===== config.mk =====
export PLATFORM = sky130hd
export DESIGN_NAME = life_cellular_automaton_grid_core
export DESIGN_NICKNAME = d
export VERILOG_FILES = /design/src/lifeca_pkg.sv /design/src/lifeca_ram.sv /design/src/lifeca_dp.sv /design/src/lifeca_ctrl.sv /design/src/life_cellular_automaton_grid_core.sv
export SDC_FILE = /design/constraint.sdc
export NUM_CORES = 2
export LEC_CHECK = 0
export ABC_AREA = 0
export BUFFER_PORTS_ARGS = -buffer_cell sky130_fd_sc_hd__buf_4
export CAP_MARGIN = 40
export CORE_ASPECT_RATIO = 1.4
export CORE_MARGIN = 1.5
export CORE_UTILIZATION = 40
export CTS_CLUSTER_DIAMETER = 50
export DETAILED_ROUTE_END_ITERATION = 16
export PLACE_DENSITY_LB_ADDON = 0.15
export REMOVE_ABC_BUFFERS = 1
export SYNTH_ARGS = -nofsm -noshare
export SYNTH_HDL_FRONTEND = slang
export SYNTH_SLANG_ARGS = --single-unit

===== constraint.sdc =====
create_clock -name clk -period 9.9 [get_ports clk]
set_clock_uncertainty 0.2 [all_clocks]
set_input_delay 1.98 -clock clk [delete_from_list [all_inputs] [get_ports clk]]
set_output_delay 1.98 -clock clk [all_outputs]
set_load 0.03 [all_outputs]

===== src/lifeca_pkg.sv =====
// shared constants, types and controller/datapath structs for the life grid core
package lifeca_pkg;

  // grid geometry
  localparam int GRID_WIDTH  = 64;
  localparam int GRID_HEIGHT = 32;

  localparam int COL_W  = $clog2(GRID_WIDTH);
  localparam int ROW_W  = $clog2(GRID_HEIGHT);
  // generation sweep runs GRID_HEIGHT + 3 steps
  localparam int STEP_W = $clog2(GRID_HEIGHT + 3);

  // B3/S23 rule counts
  localparam int CNT_W       = 4;
  localparam int BIRTH_COUNT = 3;
  localparam int KEEP_COUNT  = 2;

  // item kinds
  localparam logic [1:0] KIND_SET     = 2'd0;
  localparam logic [1:0] KIND_READ    = 2'd1;
  localparam logic [1:0] KIND_ADVANCE = 2'd2;

  typedef logic [GRID_WIDTH-1:0] grid_row_t;
  typedef logic [COL_W-1:0]      col_idx_t;
  typedef logic [ROW_W-1:0]      row_idx_t;

  // commands from controller to datapath
  typedef struct packed {
    logic load_item;
    logic set_rd;
    logic set_wr;
    logic item_rd;
    logic out_load;
    logic adv_clear;
    logic adv_step;
  } ctrl_cmd_t;

  // status from datapath to controller
  typedef struct packed {
    logic in_grid;
    logic adv_done;
  } dp_status_t;

endpackage


===== src/lifeca_ram.sv =====
// generic simple dual-port ram with registered read
module lifeca_ram #(
  parameter int WIDTH = 8,
  parameter int DEPTH = 16
) (
  input  logic                     clk,
  input  logic                     wr_en,
  input  logic [$clog2(DEPTH)-1:0] wr_addr,
  input  logic [WIDTH-1:0]         wr_data,
  input  logic                     rd_en,
  input  logic [$clog2(DEPTH)-1:0] rd_addr,
  output logic [WIDTH-1:0]         rd_data
);

  logic [WIDTH-1:0] mem [DEPTH];

  // write port
  always_ff @(posedge clk) begin
    if (wr_en) begin
      mem[wr_addr] <= wr_data;
    end
  end

  // registered read port, holds when idle
  always_ff @(posedge clk) begin
    if (rd_en) begin
      rd_data <= mem[rd_addr];
    end
  end

endmodule


===== src/lifeca_dp.sv =====
// datapath: grid memory, row valid bits, coordinate mapping and generation window
module lifeca_dp (
  input  logic                   clk,
  input  logic                   rst_n,
  input  lifeca_pkg::ctrl_cmd_t  cmd,
  output lifeca_pkg::dp_status_t status,
  input  logic                   cfg_wr_en,
  input  logic                   cfg_wr_data,
  input  logic signed [7:0]      in_cell_x,
  input  logic signed [7:0]      in_cell_y,
  input  logic                   in_new_alive,
  output logic                   out_cell_alive
);
  import lifeca_pkg::*;

  localparam logic [STEP_W-1:0] LAST_STEP = STEP_W'(GRID_HEIGHT + 2);
  localparam logic [STEP_W-1:0] LAST_RD   = STEP_W'(GRID_HEIGHT);
  localparam logic [STEP_W-1:0] FIRST_WR  = STEP_W'(3);

  // next generation of one row from its old neighbors
  function automatic grid_row_t next_row(input grid_row_t a, input grid_row_t c,
                                         input grid_row_t b, input logic wall);
    logic [GRID_WIDTH+1:0] ea;
    logic [GRID_WIDTH+1:0] ec;
    logic [GRID_WIDTH+1:0] eb;
    logic [CNT_W-1:0]      n;
    grid_row_t             r;
    ea = {(wall ? 1'b0 : a[0]), a, (wall ? 1'b0 : a[GRID_WIDTH-1])};
    ec = {(wall ? 1'b0 : c[0]), c, (wall ? 1'b0 : c[GRID_WIDTH-1])};
    eb = {(wall ? 1'b0 : b[0]), b, (wall ? 1'b0 : b[GRID_WIDTH-1])};
    for (int i = 0; i < GRID_WIDTH; i++) begin
      n = CNT_W'(ea[i]) + CNT_W'(ea[i+1]) + CNT_W'(ea[i+2]) +
          CNT_W'(ec[i]) + CNT_W'(ec[i+2]) +
          CNT_W'(eb[i]) + CNT_W'(eb[i+1]) + CNT_W'(eb[i+2]);
      r[i] = (n == CNT_W'(BIRTH_COUNT)) || (c[i] && (n == CNT_W'(KEEP_COUNT)));
    end
    return r;
  endfunction

  logic                   wall_mode_r;
  logic [GRID_HEIGHT-1:0] row_valid_r;
  logic [STEP_W-1:0]      step_r;
  logic                   rd_valid_r;
  col_idx_t               col_r;
  row_idx_t               row_r;
  logic                   alive_r;
  logic                   in_grid_r;
  logic                   read_hit_r;
  logic                   out_alive_r;
  grid_row_t              above_r;
  grid_row_t              cur_r;
  grid_row_t              row0_r;

  logic      x_neg, x_hi, y_neg, y_hi;
  col_idx_t  col_map;
  row_idx_t  row_map;
  logic      rd_en, wr_en;
  row_idx_t  rd_addr, wr_addr;
  grid_row_t ram_q, rd_eff, below, set_row, wr_data;

  // coordinate range check and wrap mapping
  always_comb begin
    x_neg = in_cell_x[7];
    y_neg = in_cell_y[7];
    x_hi  = !x_neg && ({1'b0, in_cell_x[6:0]} >= 8'(GRID_WIDTH));
    y_hi  = !y_neg && ({1'b0, in_cell_y[6:0]} >= 8'(GRID_HEIGHT));
    if (x_neg) begin
      col_map = COL_W'(GRID_WIDTH - 1);
    end else if (x_hi) begin
      col_map = '0;
    end else begin
      col_map = in_cell_x[COL_W-1:0];
    end
    if (y_neg) begin
      row_map = ROW_W'(GRID_HEIGHT - 1);
    end else if (y_hi) begin
      row_map = '0;
    end else begin
      row_map = in_cell_y[ROW_W-1:0];
    end
  end

  // rows never written read as dead
  assign rd_eff = rd_valid_r ? ram_q : '0;

  // set row: old row with one bit replaced
  always_comb begin
    set_row        = rd_eff;
    set_row[col_r] = alive_r;
  end

  // memory port control
  always_comb begin
    rd_en = cmd.set_rd || cmd.item_rd || (cmd.adv_step && (step_r <= LAST_RD));
    if (cmd.adv_step) begin
      rd_addr = (step_r == '0) ? ROW_W'(GRID_HEIGHT - 1) : ROW_W'(step_r - STEP_W'(1));
    end else begin
      rd_addr = row_r;
    end
    below   = (step_r == LAST_STEP) ? (wall_mode_r ? '0 : row0_r) : rd_eff;
    wr_en   = cmd.set_wr || (cmd.adv_step && (step_r >= FIRST_WR));
    wr_addr = cmd.set_wr ? row_r : ROW_W'(step_r - FIRST_WR);
    wr_data = cmd.set_wr ? set_row : next_row(above_r, cur_r, below, wall_mode_r);
  end

  lifeca_ram #(
    .WIDTH (GRID_WIDTH),
    .DEPTH (GRID_HEIGHT)
  ) u_grid_ram (
    .clk     (clk),
    .wr_en   (wr_en),
    .wr_addr (wr_addr),
    .wr_data (wr_data),
    .rd_en   (rd_en),
    .rd_addr (rd_addr),
    .rd_data (ram_q)
  );

  // control registers: mode, row valid bits, sweep step
  always_ff @(posedge clk) begin
    if (!rst_n) begin
      wall_mode_r <= 1'b1;
      row_valid_r <= '0;
      step_r      <= '0;
    end else begin
      if (cfg_wr_en) begin
        wall_mode_r <= cfg_wr_data;
      end
      if (wr_en) begin
        row_valid_r[wr_addr] <= 1'b1;
      end
      if (cmd.adv_clear) begin
        step_r <= '0;
      end else if (cmd.adv_step && (step_r != LAST_STEP)) begin
        step_r <= step_r + STEP_W'(1);
      end
    end
  end

  // item capture, read valid tag and result word
  always_ff @(posedge clk) begin
    if (cmd.load_item) begin
      col_r      <= col_map;
      row_r      <= row_map;
      alive_r    <= in_new_alive;
      in_grid_r  <= !(x_neg || x_hi || y_neg || y_hi);
      read_hit_r <= !(x_neg || x_hi || y_neg || y_hi) || !wall_mode_r;
    end
    if (rd_en) begin
      rd_valid_r <= row_valid_r[rd_addr];
    end
    if (cmd.out_load) begin
      out_alive_r <= read_hit_r && rd_eff[col_r];
    end
  end

  // three-row window of the old generation
  always_ff @(posedge clk) begin
    if (cmd.adv_step) begin
      if (step_r == STEP_W'(1)) begin
        cur_r <= wall_mode_r ? '0 : rd_eff;
      end else if ((step_r >= STEP_W'(2)) && (step_r <= STEP_W'(GRID_HEIGHT + 1))) begin
        above_r <= cur_r;
        cur_r   <= rd_eff;
      end
      if (step_r == STEP_W'(2)) begin
        row0_r <= rd_eff;
      end
    end
  end

  assign status.in_grid  = in_grid_r;
  assign status.adv_done = (step_r == LAST_STEP);
  assign out_cell_alive  = out_alive_r;

endmodule


===== src/lifeca_ctrl.sv =====
// controller: item sequencing and result word handshake
module lifeca_ctrl (
  input  logic                   clk,
  input  logic                   rst_n,
  input  logic                   in_valid,
  output logic                   in_stall,
  input  logic [1:0]             in_kind,
  output logic                   out_valid,
  input  logic                   out_stall,
  output lifeca_pkg::ctrl_cmd_t  cmd,
  input  lifeca_pkg::dp_status_t status
);
  import lifeca_pkg::*;

  typedef enum logic [2:0] {
    S_IDLE,
    S_SET_RD,
    S_SET_WR,
    S_RD_RD,
    S_RD_OUT,
    S_ADV
  } state_t;

  state_t state_r, state_nxt;
  logic   out_valid_r, out_valid_nxt;

  // next state and commands
  always_comb begin
    state_nxt     = state_r;
    cmd           = '0;
    out_valid_nxt = out_valid_r && out_stall;
    case (state_r)
      S_IDLE: begin
        if (in_valid) begin
          cmd.load_item = 1'b1;
          case (in_kind)
            KIND_SET:  state_nxt = S_SET_RD;
            KIND_READ: state_nxt = S_RD_RD;
            KIND_ADVANCE: begin
              cmd.adv_clear = 1'b1;
              state_nxt     = S_ADV;
            end
            default: state_nxt = S_IDLE;
          endcase
        end
      end
      S_SET_RD: begin
        if (status.in_grid) begin
          cmd.set_rd = 1'b1;
          state_nxt  = S_SET_WR;
        end else begin
          state_nxt = S_IDLE;
        end
      end
      S_SET_WR: begin
        cmd.set_wr = 1'b1;
        state_nxt  = S_IDLE;
      end
      S_RD_RD: begin
        cmd.item_rd = 1'b1;
        state_nxt   = S_RD_OUT;
      end
      S_RD_OUT: begin
        if (!out_valid_r || !out_stall) begin
          cmd.out_load  = 1'b1;
          out_valid_nxt = 1'b1;
          state_nxt     = S_IDLE;
        end
      end
      S_ADV: begin
        cmd.adv_step = 1'b1;
        if (status.adv_done) begin
          state_nxt = S_IDLE;
        end
      end
      default: state_nxt = S_IDLE;
    endcase
  end

  // state and result valid
  always_ff @(posedge clk) begin
    if (!rst_n) begin
      state_r     <= S_IDLE;
      out_valid_r <= 1'b0;
    end else begin
      state_r     <= state_nxt;
      out_valid_r <= out_valid_nxt;
    end
  end

  assign in_stall  = (state_r != S_IDLE);
  assign out_valid = out_valid_r;

endmodule


===== src/life_cellular_automaton_grid_core.sv =====
// Conway life grid core (B3/S23) on a GRID_WIDTH x GRID_HEIGHT bit grid held in a
// dual-port RAM, one row per word; a valid bit per row makes the grid read as all
// dead after reset, so there is no clearing pass. One item is worked at a time:
// a set takes its item, reads its row and writes it back (neither when its cell
// is outside the grid), a read reads the row and loads the result register once
// it is free, and an advance sweeps the grid, reading one row per cycle through
// the RAM read port into a three-row window and writing each new row back while
// later old rows are still unread. A result word waits in its own register while
// the next item is taken. The edge mode (wall or wrap) comes from cfg_wr_data; the
// user must write it only while idle, and the block itself does not enforce this.
module life_cellular_automaton_grid_core (
  input  logic              clk,
  input  logic              rst_n,
  input  logic              cfg_wr_en,
  input  logic              cfg_wr_data,
  input  logic              in_valid,
  output logic              in_stall,
  input  logic [1:0]        in_kind,
  input  logic signed [7:0] in_cell_x,
  input  logic signed [7:0] in_cell_y,
  input  logic              in_new_alive,
  output logic              out_valid,
  input  logic              out_stall,
  output logic              out_cell_alive
);
  import lifeca_pkg::*;

  ctrl_cmd_t  cmd;
  dp_status_t status;

  lifeca_ctrl u_ctrl (
    .clk       (clk),
    .rst_n     (rst_n),
    .in_valid  (in_valid),
    .in_stall  (in_stall),
    .in_kind   (in_kind),
    .out_valid (out_valid),
    .out_stall (out_stall),
    .cmd       (cmd),
    .status    (status)
  );

  lifeca_dp u_dp (
    .clk            (clk),
    .rst_n          (rst_n),
    .cmd            (cmd),
    .status         (status),
    .cfg_wr_en      (cfg_wr_en),
    .cfg_wr_data    (cfg_wr_data),
    .in_cell_x      (in_cell_x),
    .in_cell_y      (in_cell_y),
    .in_new_alive   (in_new_alive),
    .out_cell_alive (out_cell_alive)
  );

  // an accepted advance holds off the next word
  a_adv_busy: assert property (@(posedge clk) disable iff (!rst_n)
    (in_valid && !in_stall && (in_kind == KIND_ADVANCE)) |=> in_stall)
    else $error("advance accepted without busy");

  // set and advance words never raise a result
  a_no_result: assert property (@(posedge clk) disable iff (!rst_n)
    (in_valid && !in_stall && !out_valid &&
     ((in_kind == KIND_SET) || (in_kind == KIND_ADVANCE))) |=> !out_valid)
    else $error("result raised by set or advance");

  // a new result appears only while an item is in work
  a_result_busy: assert property (@(posedge clk) disable iff (!rst_n)
    $rose(out_valid) |-> $past(in_stall))
    else $error("result without item in work");

endmodule

==> impl_results.md <==
- Outcome: finished clean
- Critical path arrival: 6.66 ns
- DRT Wirelength: 370,000 um
- Avg Cell Area, Syn: 13.6 um^2
- Period utilization: 62.4%
- Initial DRC Count: 7,459
- WS Path Type: reg2reg
- I/O pins: 28
- Setup TNS: 0 ns
- # setup viols final: 0
- # rows: 224
- Crit Path Max Fanout: 50
- Root Buffer: clkbuf_16
- Core area: 0.266 mm^2
- Hold-fix buffers, CTS: 0
- Seq/Total Area, Yosys: 65.8%
- Postcts setup bufs: 0
- First-pass DRT Iterations: 12
- DRC: 0
- DP Wirelength: 190,000 um
- Via-per-instance ratio: 6.07
- Fraction of registers with async set/reset: 0%
- Post-synth EDFFs: 2,320
- NumNets Final: 8,354
- Layout area overhead: 12.5%
- Largest net degree at the start of global routing: 126
- Max IR drop VDD: 142 uV
- Max Buffers Root-to-Sink: 4
- Routed Antenna Nets: 0
- Synth warn: 0
- CTS buffer count: 235
- Endpoint class of the critical path: flip-flop
- First-pass GRT wire length: 521,000 um
- Slew of the pin with the lowest slew margin: 1.00 ns
- Pwr per Cell Area: 184 mW/mm^2
- Share of the synthesized area in the top cell type: 65.0%
- Max Slew Vio Count: 0
- Area leader, netlist: edfxtp_1
- Count of cell types in the netlist: 82
- Ys flop type: edfxtp_1
- Hold Fails Final Rpt: 0
- Clk_lat worst skew: 0.93 ns
- Max-Cap Viols: 0
- Mapped cell area: 0.107 mm^2
- Crit path required time: 10.38 ns
- Min cycle time layout: 6.18 ns
- Starting density of the core: 40.3%
- Total Power: 22.3 mW
- Clock transition at path regs: 0.06 ns
- Number of global-route vias before repair: 69,900
- Hold Path Class: reg2reg
- Ratio of cells with drive above 1 in the final layout: 9.98%
- Final hold slack: 0.218 ns
- Routed length per instance: 32.0 um
- Max_slew headroom: 33.0%
- Die area: 0.271 mm^2
- Achievable Freq: 162 MHz
- Initial antenna violation count: 11
- Die Span Y: 616 um
- Total grt overflow: 0
- GRT Overall Usage: 26.9%
- Placer Congestion: 0.876
- Post_cts resized: 0
- DR vias: 70,200
- Cells after Synth: 7,909
- RSZ-0062 raised after global routing: false
- H-tree depth: 4
- Leakage power: 42.5 nW
- Input/output buffers: 27
- Post-synthesis register bit count: 2,363
- CTS Sinks: 2,363
- Ranking of synthesized cells by area: edfxtp_1 (65%), fa_1 (4.8%), nand2_1 (3.6%), mux2i_1 (2.8%), ha_1 (2.3%)
- Die X: 441 um
- CP Launch Type: flip-flop
- TritonCTS clock tree: done
[registers in the layout, summed over array words and instances, names as in the netlist, 3 cells and up]
signal,flops
u_dp.u_grid_ram.mem,2048
u_dp.above_r,64
u_dp.cur_r,64
u_dp.row0_r,64
u_dp.u_grid_ram.rd_data,64
u_dp.row_valid_r,32
u_dp.col_r,6
u_dp.step_r,6
u_dp.row_r,5
u_ctrl.state_r,3
[synth_stat cells, types with 74 or more instances]
master,n
nand3_1,364
inv_1,511
edfxtp_1,2320
buf_2,98
a311oi_1,74
o21ai_0,218
o211ai_1,112
a211oi_1,137
o22ai_1,97
mux2i_1,298
nand2_1,1020
o221ai_1,105
clkbuf_1,350
a21o_1,121
nor2_1,140
a31oi_1,181
a21oi_1,350
ha_1,196
fa_1,256
nor2b_1,81
and3_1,155
[where the power goes]
group          internal, mW  switching (mW)
combinational         0.610            1.49
clock                  5.00            3.93
sequential             11.2          0.0304
[stage by stage]
stage | util, % | std cells | cell area (um^2) | setup slack [ns]
global route | 45.3 | 11600 | 121000 | 3.19
finish | 45.3 | 11600 | 121000 | 3.72
CTS | 45.3 | 11600 | 121000 | 3.75
global placement | 42.2 | 11100 | 112000 | 3.46
floorplan | - | 7373 | 105000 | -11.99
detailed placement | 42.5 | 11100 | 113000 | 3.68
[final timing paths]
kind,slack (ns),to,startpoint,cells past startpoint
max,3.72,u_dp.u_grid_ram.mem[31][33]$_DFFE_PP_,u_dp.step_r[2]$_SDFFE_PP0P_,12
min,0.22,u_dp.above_r[3]$_DFFE_PP_,u_dp.cur_r[3]$_DFFE_PP_,0
max reg2reg,3.72,u_dp.u_grid_ram.mem[31][33]$_DFFE_PP_,u_dp.step_r[2]$_SDFFE_PP0P_,12
min reg2reg,0.22,u_dp.above_r[3]$_DFFE_PP_,u_dp.cur_r[3]$_DFFE_PP_,0
[worst max-delay path, stage by stage, from the launching register on]
cell and delay, ns:
dfxtp_1 0.45, nor3_1 0.77, nand3_4 0.44, buf_4 0.46
a21oi_1 0.59, fa_1 0.54, fa_1 0.47, fa_1 0.43
fa_1 0.39, nor4b_1 0.28, o21ai_0 0.16, a21oi_2 0.37
buf_4 0.37
[layer usage]
metal  global-route usage (%)  part of all wire, %  wire (um)  vias to the layer above
met1                     34.4                   39     146000                    36900
met4                     9.55                  3.9      14400                        4
li1                         -                    -          -                    29700
met5                        0               0.0073         27                        -
met3                     3.35                  6.7      24700                      689
met2                     46.5                   50     185000                     2921
[placed cells by master, fill, tap and decap left out, types with 58 or more instances in the layout]
cell       synthesis  final
a311oi_1          74     73
clkbuf_16          0    236
edfxtp_1        2320   2320
nand2_1         1020   1017
inv_1            511    511
nor2_1           140    103
a211oi_1         137    136
a21o_1           121    120
buf_12             0     58
o21ai_0          218    216
fa_1             256    256
o221ai_1         105    105
o211ai_1         112    112
nor3b_1           72     66
and3_1           155    154
mux2i_1          298    297
ha_1             196    196
a21oi_1          350    332
a31oi_1          181    180
nor2b_1           81     81
nand3_1          364    363
buf_4             35    176
[area by class of cell]
type / instances / area (um^2)
Antenna cell: 2 / 5.00
Fill cell: 23700 / 146000
Clock inverter: 134 / 1290
Multi-Input combinational cell: 4499 / 33300
Sequential cell: 2363 / 70500
Timing Repair Buffer: 267 / 3060
Clock buffer: 289 / 6170
Inverter: 511 / 1920
Tap cell: 3503 / 4380
[logic make-up (layout without fill, tap and decap cells)]
family | Yosys count | count (layout) | share of synthesized area (%)
buffers and inverters | 1047 | 1201 | 4.01
muxes | 378 | 378 | 3.72
AOI/OAI and AO/OA | 1705 | 1705 | 11.0
other | 0 | 2 | 0
xor gates and xnor gates | 10 | 10 | 0.0817
DFF | 2363 | 2363 | 65.8
adders and majority gates | 452 | 452 | 7.07
and+or+nand+nor | 1954 | 1954 | 8.40
No activity file was read; power rests on OpenSTA's default activity.
